--- config.mk ---
export PLATFORM = sky130hd
export DESIGN_NAME = multi_channel_debounce_reporter_core
export DESIGN_NICKNAME = d
export VERILOG_FILES = /design/src/rtl/core/mcdr_pkg.sv /design/src/rtl/core/mcdr_ram.sv /design/src/rtl/core/multi_channel_debounce_reporter_core.sv
export VERILOG_INCLUDE_DIRS = /design/src /design/src/rtl/core
export SDC_FILE = /design/constraint.sdc
export NUM_CORES = 1
export LEC_CHECK = 0
export BUFFER_PORTS_ARGS = -buffer_cell sky130_fd_sc_hd__buf_4
export CAP_MARGIN = 20
export CORE_MARGIN = 2
export CORE_UTILIZATION = 65
export CTS_BUF_LIST = sky130_fd_sc_hd__clkbuf_4
export DETAILED_ROUTE_END_ITERATION = 10
export PLACE_DENSITY = 0.86
export SLEW_MARGIN = 5
export SYNTH_ARGS = -nofsm -noshare
export SYNTH_HDL_FRONTEND = slang
export SYNTH_SLANG_ARGS = --single-unit
--- constraint.sdc ---
create_clock -name clk -period 11.7 [get_ports clk]
set_input_delay 2.925 -clock clk [delete_from_list [all_inputs] [get_ports clk]]
set_output_delay 2.925 -clock clk [all_outputs]
set_load 0.01 [all_outputs]
--- src/rtl/core/multi_channel_debounce_reporter_core_defines.svh ---
// assertion macros shared by the debounce reporter rtl
`ifndef MULTI_CHANNEL_DEBOUNCE_REPORTER_CORE_DEFINES_SVH
`define MULTI_CHANNEL_DEBOUNCE_REPORTER_CORE_DEFINES_SVH

// same-cycle implication, off while reset is asserted
`define MCDR_ASSERT_NOW(label, clk, rst_n, ante, cons, msg) \
	label: assert property (@(posedge clk) disable iff (!rst_n) (ante) |-> (cons)) \
		else $error(msg);

// next-cycle implication, off while reset is asserted
`define MCDR_ASSERT_NEXT(label, clk, rst_n, ante, cons, msg) \
	label: assert property (@(posedge clk) disable iff (!rst_n) (ante) |=> (cons)) \
		else $error(msg);

`endif

--- src/rtl/core/mcdr_pkg.sv ---
// types and constants of the debounce reporter
`timescale 1ns / 1ps

package mcdr_pkg;

	// sequencer states
	typedef enum logic [2:0] {
		ST_IDLE,
		ST_CHECK,
		ST_SAMP,
		ST_PUB,
		ST_FLUSH
	} state_t;

	// configuration register indexes
	localparam int unsigned CFG_IDX_W = 3;
	localparam logic [CFG_IDX_W-1:0] REG_SENSOR_COUNT = 3'd0;
	localparam logic [CFG_IDX_W-1:0] REG_INVERT_MASK  = 3'd1;
	localparam logic [CFG_IDX_W-1:0] REG_PERIODS_LOW  = 3'd2;
	localparam logic [CFG_IDX_W-1:0] REG_PERIODS_HIGH = 3'd3;
	localparam logic [CFG_IDX_W-1:0] REG_DEBOUNCE     = 3'd4;
	localparam logic [CFG_IDX_W-1:0] REG_SAMPLE_INTV  = 3'd5;
	localparam logic [CFG_IDX_W-1:0] REG_STARTUP_HOLD = 3'd6;
	localparam int unsigned CFG_DATA_W = 64;

	// reset values of the timing registers
	localparam logic [15:0] DEBOUNCE_RST = 16'd75;
	localparam logic [15:0] SAMPLE_INTV_RST = 16'd50;
	localparam logic [15:0] STARTUP_HOLD_RST = 16'd1000;

	// reported value code for a channel not reported yet
	localparam logic [1:0] REPORT_UNKNOWN = 2'd2;

	// re-report period: seconds to ms, 16-bit period times 1000 fits 26 bits
	localparam int unsigned PERIOD_W = 16;
	localparam int unsigned PERIOD_MS_W = 26;
	localparam logic [PERIOD_MS_W-1:0] MS_PER_SECOND = 26'd1000;

	// channels the reporting format can carry
	localparam int unsigned MAX_CH = 8;

endpackage

--- src/rtl/core/mcdr_ram.sv ---
// generic single-port-write, registered-read ram
`timescale 1ns / 1ps

module mcdr_ram #(
	parameter int unsigned WIDTH = 8,
	parameter int unsigned DEPTH = 8
) (
	input  logic                                   clk,
	input  logic                                   we,
	input  logic [(DEPTH > 1 ? $clog2(DEPTH) : 1)-1:0] waddr,
	input  logic [WIDTH-1:0]                       wdata,
	input  logic                                   re,
	input  logic [(DEPTH > 1 ? $clog2(DEPTH) : 1)-1:0] raddr,
	output logic [WIDTH-1:0]                       rdata
);

	logic [WIDTH-1:0] mem [DEPTH];

	// write port
	always_ff @(posedge clk) begin
		if (we) begin
			mem[waddr] <= wdata;
		end
	end

	// registered read, data holds while no read is issued
	always_ff @(posedge clk) begin
		if (re) begin
			rdata <= mem[raddr];
		end
	end

endmodule

--- src/rtl/core/multi_channel_debounce_reporter_core.sv ---
// top level of the multi-channel debounce reporter
`timescale 1ns / 1ps
`include "multi_channel_debounce_reporter_core_defines.svh"

// Debounce reporter for up to eight binary channels. Each item is either a
// time tick carrying the raw pin levels or a forced full report. A tick that
// falls inside the startup hold or the sample interval is dropped with no
// result. A sampling tick walks the channel state memory once to debounce and
// then walks the report memory once to decide reports, then drains the last
// report; a forced report skips the debounce walk. Each walk reads one entry
// of its state memory per cycle, and a stalled output pauses the report walk
// for as long as the stall lasts. A new item is taken only once the last one
// is through. Results leave through an output register, and the final result
// of an item carries last. State memories need no clearing after reset:
// per-entry valid bits stand in for the reset values.
module multi_channel_debounce_reporter_core
	import mcdr_pkg::*;
#(
	parameter int unsigned NUM_CHANNELS = 8,
	parameter int unsigned TIME_BITS = 32
) (
	input  logic                  clk,
	input  logic                  arst_n,
	// configuration write port
	input  logic                  cfg_wr_en,
	input  logic [CFG_IDX_W-1:0]  cfg_index,
	input  logic [CFG_DATA_W-1:0] cfg_data,
	// input channel
	input  logic                  in_valid,
	output logic                  in_ready,
	input  logic                  func,
	input  logic [31:0]           now_ms,
	input  logic [7:0]            pin_levels,
	input  logic                  link_up,
	// output channel
	output logic                  out_valid,
	input  logic                  out_ready,
	output logic [2:0]            channel,
	output logic                  value,
	output logic [7:0]            debounced_mask,
	output logic                  last
);

	localparam int unsigned CH = (NUM_CHANNELS < MAX_CH) ? NUM_CHANNELS : MAX_CH;
	localparam int unsigned IW = (CH > 1) ? $clog2(CH) : 1;
	localparam int unsigned CNW = $clog2(CH + 1);
	localparam int unsigned TB = TIME_BITS;
	localparam int unsigned EW = (TB > PERIOD_MS_W) ? TB : PERIOD_MS_W;
	localparam int unsigned SW = TB + 1;
	localparam int unsigned RW = TB + 2;

	// configuration registers
	logic [3:0]            count_q;
	logic [7:0]            invert_q;
	logic [63:0]           per_lo_q;
	logic [63:0]           per_hi_q;
	logic [15:0]           debounce_q;
	logic [15:0]           intv_q;
	logic [15:0]           hold_ms_q;

	// sequencer and item registers
	state_t                state_q;
	state_t                state_d;
	logic                  func_q;
	logic [TB-1:0]         now_q;
	logic [7:0]            levels_q;
	logic                  link_q;
	logic [TB-1:0]         last_sample_q;
	logic [CH-1:0]         db_q;
	logic [CH-1:0]         samp_vld_q;
	logic [CH-1:0]         rep_vld_q;

	// walk pipeline
	logic [CNW-1:0]        rd_cnt_q;
	logic                  valid_s1;
	logic [IW-1:0]         idx_s1;

	// report held back until the next one or the end shows whether it is last
	logic                  hold_v_q;
	logic [IW-1:0]         hold_ch_q;
	logic                  hold_val_q;

	// output register
	logic                  out_valid_q;
	logic [2:0]            channel_q;
	logic                  value_q;
	logic [7:0]            mask_q;
	logic                  last_q;

	logic [CNW-1:0]        n_w;
	logic                  skip_w;
	logic [TB-1:0]         ls_el_w;
	logic                  out_free_w;
	logic                  pass_end_w;
	logic                  pass_start_w;
	logic                  rd_go_w;
	logic                  stall_w;
	logic                  push_hold_w;
	logic                  push_flush_w;

	// sample memory signals
	logic                  s_we_w;
	logic [SW-1:0]         s_wdata_w;
	logic [SW-1:0]         s_rdata;
	logic                  s_pend_w;
	logic [TB-1:0]         s_start_w;
	logic                  s_act_w;
	logic                  s_db_w;
	logic [TB-1:0]         s_el_w;
	logic                  s_pass_w;
	logic                  s_accept_w;

	// report memory signals
	logic                  r_we_w;
	logic [RW-1:0]         r_wdata_w;
	logic [RW-1:0]         r_rdata;
	logic [1:0]            r_rv_w;
	logic [1:0]            r_rv_eff_w;
	logic [TB-1:0]         r_at_w;
	logic                  r_v_w;
	logic [127:0]          per_all_w;
	logic [PERIOD_W-1:0]   r_per_w;
	logic [PERIOD_MS_W-1:0] r_per_ms_w;
	logic [TB-1:0]         r_el_w;
	logic                  r_outdated_w;
	logic                  r_report_w;

	// configuration writes
	always_ff @(posedge clk or negedge arst_n) begin
		if (!arst_n) begin
			count_q <= '0;
			invert_q <= '0;
			per_lo_q <= '0;
			per_hi_q <= '0;
			debounce_q <= DEBOUNCE_RST;
			intv_q <= SAMPLE_INTV_RST;
			hold_ms_q <= STARTUP_HOLD_RST;
		end else if (cfg_wr_en) begin
			case (cfg_index)
				REG_SENSOR_COUNT: count_q <= cfg_data[3:0];
				REG_INVERT_MASK: invert_q <= cfg_data[7:0];
				REG_PERIODS_LOW: per_lo_q <= cfg_data;
				REG_PERIODS_HIGH: per_hi_q <= cfg_data;
				REG_DEBOUNCE: debounce_q <= cfg_data[15:0];
				REG_SAMPLE_INTV: intv_q <= cfg_data[15:0];
				REG_STARTUP_HOLD: hold_ms_q <= cfg_data[15:0];
				default: ;
			endcase
		end
	end

	// channels in use, clipped to the channel limit
	assign n_w = (count_q > 4'(CH)) ? CNW'(CH) : CNW'(count_q);

	// tick gating: startup hold and sample interval
	assign ls_el_w = now_q - last_sample_q;
	assign skip_w = (now_q < TB'(hold_ms_q)) || !(ls_el_w > TB'(intv_q));

	assign out_free_w = !out_valid_q || out_ready;
	assign pass_end_w = (rd_cnt_q == n_w) && !valid_s1;
	assign pass_start_w = (state_q == ST_CHECK) || ((state_q == ST_SAMP) && pass_end_w);

	// debounce step for the channel in stage 1
	assign s_pend_w = samp_vld_q[idx_s1] ? s_rdata[TB] : 1'b0;
	assign s_start_w = samp_vld_q[idx_s1] ? s_rdata[TB-1:0] : '0;
	assign s_act_w = levels_q[idx_s1] ^ invert_q[idx_s1];
	assign s_db_w = db_q[idx_s1];
	assign s_el_w = now_q - s_start_w;
	assign s_pass_w = s_el_w > TB'(debounce_q);
	assign s_accept_w = (s_act_w != s_db_w) && s_pend_w && s_pass_w;
	assign s_we_w = (state_q == ST_SAMP) && valid_s1;

	always_comb begin
		if (s_act_w == s_db_w) begin
			s_wdata_w = '0;
		end else if (!s_pend_w) begin
			s_wdata_w = {1'b1, now_q};
		end else if (s_pass_w) begin
			s_wdata_w = '0;
		end else begin
			s_wdata_w = {1'b1, s_start_w};
		end
	end

	// report decision for the channel in stage 1
	assign r_rv_w = rep_vld_q[idx_s1] ? r_rdata[TB+1:TB] : REPORT_UNKNOWN;
	assign r_at_w = rep_vld_q[idx_s1] ? r_rdata[TB-1:0] : '0;
	assign r_rv_eff_w = (func_q || !link_q) ? REPORT_UNKNOWN : r_rv_w;
	assign r_v_w = db_q[idx_s1];
	assign per_all_w = {per_hi_q, per_lo_q};
	assign r_per_w = per_all_w[32'(idx_s1) * PERIOD_W +: PERIOD_W];
	assign r_per_ms_w = PERIOD_MS_W'(r_per_w) * MS_PER_SECOND;
	assign r_el_w = now_q - r_at_w;
	assign r_outdated_w = (r_per_w != '0) && r_v_w && (EW'(r_el_w) > EW'(r_per_ms_w));
	assign r_report_w = (state_q == ST_PUB) && valid_s1 && link_q
		&& (({1'b0, r_v_w} != r_rv_eff_w) || r_outdated_w);
	assign stall_w = r_report_w && hold_v_q && !out_free_w;
	assign r_we_w = (state_q == ST_PUB) && valid_s1 && !stall_w && (r_report_w || !link_q);
	assign r_wdata_w = link_q ? {1'b0, r_v_w, now_q} : {REPORT_UNKNOWN, r_at_w};

	// read issue: one entry a cycle, paused while a report waits for room
	assign rd_go_w = ((state_q == ST_SAMP) || (state_q == ST_PUB))
		&& (rd_cnt_q < n_w) && !stall_w && !pass_start_w;

	assign push_hold_w = r_report_w && hold_v_q && out_free_w;
	assign push_flush_w = (state_q == ST_FLUSH) && hold_v_q && out_free_w;

	mcdr_ram #(
		.WIDTH(SW),
		.DEPTH(CH)
	) u_samp_ram (
		.clk(clk),
		.we(s_we_w),
		.waddr(idx_s1),
		.wdata(s_wdata_w),
		.re(rd_go_w && (state_q == ST_SAMP)),
		.raddr(rd_cnt_q[IW-1:0]),
		.rdata(s_rdata)
	);

	mcdr_ram #(
		.WIDTH(RW),
		.DEPTH(CH)
	) u_rep_ram (
		.clk(clk),
		.we(r_we_w),
		.waddr(idx_s1),
		.wdata(r_wdata_w),
		.re(rd_go_w && (state_q == ST_PUB)),
		.raddr(rd_cnt_q[IW-1:0]),
		.rdata(r_rdata)
	);

	// sequencer next state
	always_comb begin
		state_d = state_q;
		in_ready = 1'b0;
		case (state_q)
			ST_IDLE: begin
				in_ready = 1'b1;
				if (in_valid) begin
					state_d = ST_CHECK;
				end
			end
			ST_CHECK: begin
				if (func_q) begin
					state_d = ST_PUB;
				end else if (skip_w) begin
					state_d = ST_IDLE;
				end else begin
					state_d = ST_SAMP;
				end
			end
			ST_SAMP: begin
				if (pass_end_w) begin
					state_d = ST_PUB;
				end
			end
			ST_PUB: begin
				if (pass_end_w) begin
					state_d = ST_FLUSH;
				end
			end
			ST_FLUSH: begin
				if (!hold_v_q || out_free_w) begin
					state_d = ST_IDLE;
				end
			end
			default: state_d = ST_IDLE;
		endcase
	end

	always_ff @(posedge clk or negedge arst_n) begin
		if (!arst_n) begin
			state_q <= ST_IDLE;
		end else begin
			state_q <= state_d;
		end
	end

	// item capture
	always_ff @(posedge clk) begin
		if (in_valid && in_ready) begin
			func_q <= func;
			now_q <= TB'(now_ms);
			levels_q <= pin_levels;
			link_q <= link_up;
		end
	end

	// channel state kept in flip-flops: debounced bits, memory valid bits
	always_ff @(posedge clk or negedge arst_n) begin
		if (!arst_n) begin
			last_sample_q <= '0;
			db_q <= '0;
			samp_vld_q <= '0;
			rep_vld_q <= '0;
		end else begin
			if ((state_q == ST_CHECK) && !func_q && !skip_w) begin
				last_sample_q <= now_q;
			end
			if (s_we_w) begin
				samp_vld_q[idx_s1] <= 1'b1;
				if (s_accept_w) begin
					db_q[idx_s1] <= s_act_w;
				end
			end
			if (r_we_w) begin
				rep_vld_q[idx_s1] <= 1'b1;
			end
		end
	end

	// walk pipeline control
	always_ff @(posedge clk or negedge arst_n) begin
		if (!arst_n) begin
			rd_cnt_q <= '0;
			valid_s1 <= 1'b0;
			idx_s1 <= '0;
		end else if (pass_start_w) begin
			rd_cnt_q <= '0;
			valid_s1 <= 1'b0;
		end else if (rd_go_w) begin
			rd_cnt_q <= rd_cnt_q + CNW'(1);
			valid_s1 <= 1'b1;
			idx_s1 <= rd_cnt_q[IW-1:0];
		end else if (!stall_w) begin
			valid_s1 <= 1'b0;
		end
	end

	// held report
	always_ff @(posedge clk or negedge arst_n) begin
		if (!arst_n) begin
			hold_v_q <= 1'b0;
			hold_ch_q <= '0;
			hold_val_q <= 1'b0;
		end else if (r_report_w && !stall_w) begin
			hold_v_q <= 1'b1;
			hold_ch_q <= idx_s1;
			hold_val_q <= r_v_w;
		end else if (push_flush_w) begin
			hold_v_q <= 1'b0;
		end
	end

	// output register
	always_ff @(posedge clk or negedge arst_n) begin
		if (!arst_n) begin
			out_valid_q <= 1'b0;
		end else if (push_hold_w || push_flush_w) begin
			out_valid_q <= 1'b1;
		end else if (out_ready) begin
			out_valid_q <= 1'b0;
		end
	end

	always_ff @(posedge clk) begin
		if (push_hold_w || push_flush_w) begin
			channel_q <= 3'(hold_ch_q);
			value_q <= hold_val_q;
			mask_q <= 8'(db_q);
			last_q <= push_flush_w;
		end
	end

	assign out_valid = out_valid_q;
	assign channel = channel_q;
	assign value = value_q;
	assign debounced_mask = mask_q;
	assign last = last_q;

	// checks
	`MCDR_ASSERT_NOW(a_idle_no_hold, clk, arst_n, state_q == ST_IDLE, !hold_v_q,
		"report still held while idle")
	`MCDR_ASSERT_NOW(a_idx_in_range, clk, arst_n, valid_s1, CNW'(idx_s1) < n_w,
		"walk index beyond channels in use")
	`MCDR_ASSERT_NOW(a_no_overwrite, clk, arst_n, out_valid_q && !out_ready,
		!(push_hold_w || push_flush_w), "output register overwritten")
	`MCDR_ASSERT_NEXT(a_check_leaves, clk, arst_n, state_q == ST_CHECK,
		state_q != ST_CHECK, "check state held more than one cycle")
	`MCDR_ASSERT_NOW(a_stall_pub_only, clk, arst_n, stall_w,
		(state_q == ST_PUB) && valid_s1, "stall outside the report walk")

endmodule

==> impl_metrics.ini <==
[final_layout]
area_growth_syn_to_layout_pct = 11.5
fill_cells = 4424
fin_nets = 3960
layout_commonest_cell = edfxtp_1
final_cell_mix = edfxtp_1, clkbuf_4, mux2_2, nand2_1, dfrtp_1
drive_gt1_share_pct = 28.4
multiInputGateArea_sq_um = 18400
area.sequential_sq_um = 26300

[detailed_routing]
routed_via_density = 6.50
met2_length_um = 54400
first_iter_violations = 3566
finalWirelength_um = 119000
via_count = 30600
firstDrtPassIters = 5
drc = 0
dr_wl_met3_um = 11800
dr.max_layer_used = met5
met1_length_um = 46100
wl_per_cell_um = 25.3
ant_nets = 0

[synthesis]
synth-async-reset-ratio_pct = 28.4
ys_ff_latch = 919
synth.distinct_cells = 83
synth.avg_cell_area_sq_um = 14.0
syn_area_sq_um = 45800
synth_top_cell_area_share_pct = 43.2
ys.flop_type = edfxtp_1
ys_seq_area_share_pct = 57.5
yosysTopAreaCell = edfxtp_1
yosys-top-cells-area = edfxtp_1, dfrtp_1, mux2_2
syn_inst = 3271
syn_nets = 3670
yosys_warnings = 0
synth-edff-count = 658

[clocking]
clockBufferDepth = 3
clock_latency_ps = 1140
hold_buffers = 0
cts_tree = built
cts_buffers = 223
cts_sinks = 919
cts.clk_slew.worst_paths_ps = 70
cts.htree.levels = 4
cts-root-buf = clkbuf_4

[worst_setup_path]
rr_worst_depth = 35
worst-setup-path-type = reg -> reg
cp.arrival_ps = 11650
crit_path_top_delay_cell = nor2_1
r2r_slack_ps = 760
worstSetupStartpointType = register
cp-end-kind = register
cp_slowest_stage_delay_ps = 810
r2r-end = u_samp_ram.rdata[28]
path_max_fanout = 33
critPathRequiredTime_ps = 12410
r2r-start = idx_s1[1]

[global_routing]
overflow = 0
antenna_found_initial = 6
track_usage_pct = 33.0
grt_max_degree = 111
grt_pass1_vias = 31300
grt_pass1_wl_um = 182000

[die]
die_w_um = 269
die_area_sq_um = 72600
core_sq_um = 69900
rows = 97
initial_core_util_pct = 65.5
pin_count = 129
die_h_um = 269

[place]
post-dp-hpwl_um = 79200
port_buffers = 128
gp_congestion = 0.960

[timing]
finalCriticalPeriod_ps = 10940
rsz0062_at_grt = no
worstMarginPinSlew_ps = 1120
fmax_ghz = 0.0914
fin_setup_tns_ps = 0
finalHoldViolations = 0
slew_headroom_pct = 24.8
slew_violations = 0
setup_violations = 0
fin_crit_sh_pct = 93.5
finClkSkew_ps = 88.6

[hold_path]
holdPathEnd = value
min_path_cells = 0
worstHoldStart = hold_val_q
hp-class = reg -> reg

[status]
status = complete, no violations

[run]
maxCapViolations = 0
-- flip-flops by register name, indices dropped and copies added (netlist names), 16 cells and up --
name              count
last_sample_q        32
now_q                32
u_samp_ram.mem      264
debounce_q           16
intv_q               16
per_hi_q             64
hold_ms_q            16
u_rep_ram.rdata      34
u_rep_ram.mem       272
u_samp_ram.rdata     33
per_lo_q             64
-- stage by stage --
stage	util, %	std cells	hold slack [ps]	area (sq um)	setup slack (ps)
after floorplan	-	3271	421	45800	1680
final	73.0	4699	464	51100	761
after CTS	73.0	4691	465	51000	784
after global placement	68.7	4274	437	48000	1340
after detailed placement	68.7	4274	436	48000	898
after global routing	73.0	4697	469	51000	29.2
-- worst max-delay path: cells and delay by family (launching register included) --
| kind | cells | cell delay [ps] |
|---|---|---|
| xor+xnor | 1 | 180 |
| fa+ha+maj | 6 | 2550 |
| compound gates | 15 | 3540 |
| flops | 1 | 800 |
| buf+inv | 4 | 780 |
| simple gates | 9 | 2720 |
-- cell families after synthesis --
| group | after synthesis | synth area share (%) |
|---|---|---|
| DFF | 919 | 57.5 |
| and+or+nand+nor | 650 | 6.90 |
| AOI/OAI and AO/OA | 582 | 8.65 |
| muxes | 432 | 14.0 |
| buffers and inverters | 325 | 2.73 |
| adders and majority gates | 285 | 8.73 |
| xor gates and xnor gates | 78 | 1.49 |
-- layout make-up --
| cell class | instances | area share (%) |
|---|---|---|
| antenna | 6 | 0.0294 |
| clock buffer | 328 | 4.82 |
| clock inverter | 89 | 0.968 |
| inverter | 200 | 1.47 |
| multi-input combinational | 2027 | 36.0 |
| sequential | 919 | 51.6 |
| tap | 940 | 2.30 |
| timing repair buffer | 190 | 2.85 |
-- synth_stat cells (7+ instances only) --
library cell / n
a2111oi_0: 9
a211o_1: 7
a211oi_1: 10
a21o_1: 77
a21oi_1: 111
a21oi_2: 30
a221oi_1: 9
a22oi_1: 73
a31oi_1: 12
and2_1: 16
and3_1: 17
and4_1: 21
buf_1: 18
clkbuf_1: 99
dfrtp_1: 248
dfstp_2: 13
edfxtp_1: 658
fa_1: 57
ha_1: 228
inv_1: 199
mux2_2: 284
mux4_2: 139
nand2_1: 282
nand2b_1: 33
nand3_1: 27
nand4_1: 32
nor2_1: 98
nor2b_1: 34
nor3_1: 24
nor3b_1: 10
nor4_1: 11
o211ai_1: 14
o21a_1: 24
o21ai_0: 117
o21bai_1: 19
or2_2: 16
or3_1: 10
xnor2_1: 52
xor2_1: 26
-- layer usage --
| metal | vias up | track usage, % |
|---|---|---|
| li1 | 13100 | - |
| met1 | 15200 | 44.6 |
| met2 | 1885 | 50.6 |
| met3 | 371 | 7.58 |
| met4 | 4 | 17.5 |
| met5 | - | 0 |
-- timing repair --
item                       in CTS  in global routing
gates resized for setup         0                  1
setup endpoints to repair       0                 33
buffers inserted                0                  0
-- worst max-delay path by stage --
stage                          from                   end  slack [ps]  depth (start not counted)
final                     idx_s1[1]  u_samp_ram.rdata[28]         760                         35
after CTS                 idx_s1[2]  u_samp_ram.rdata[26]         780                         35
after global placement    idx_s1[2]   u_samp_ram.rdata[1]        1340                         35
after floorplan           idx_s1[2]    u_rep_ram.rdata[0]        1680                         37
after global routing      idx_s1[1]  u_samp_ram.rdata[28]          30                         35
after detailed placement  idx_s1[2]  u_samp_ram.rdata[22]         900                         35
Power is left out: the tool's default activity adds up to more than one toggle a clock period on the data nets, which glitch-free logic cannot reach.
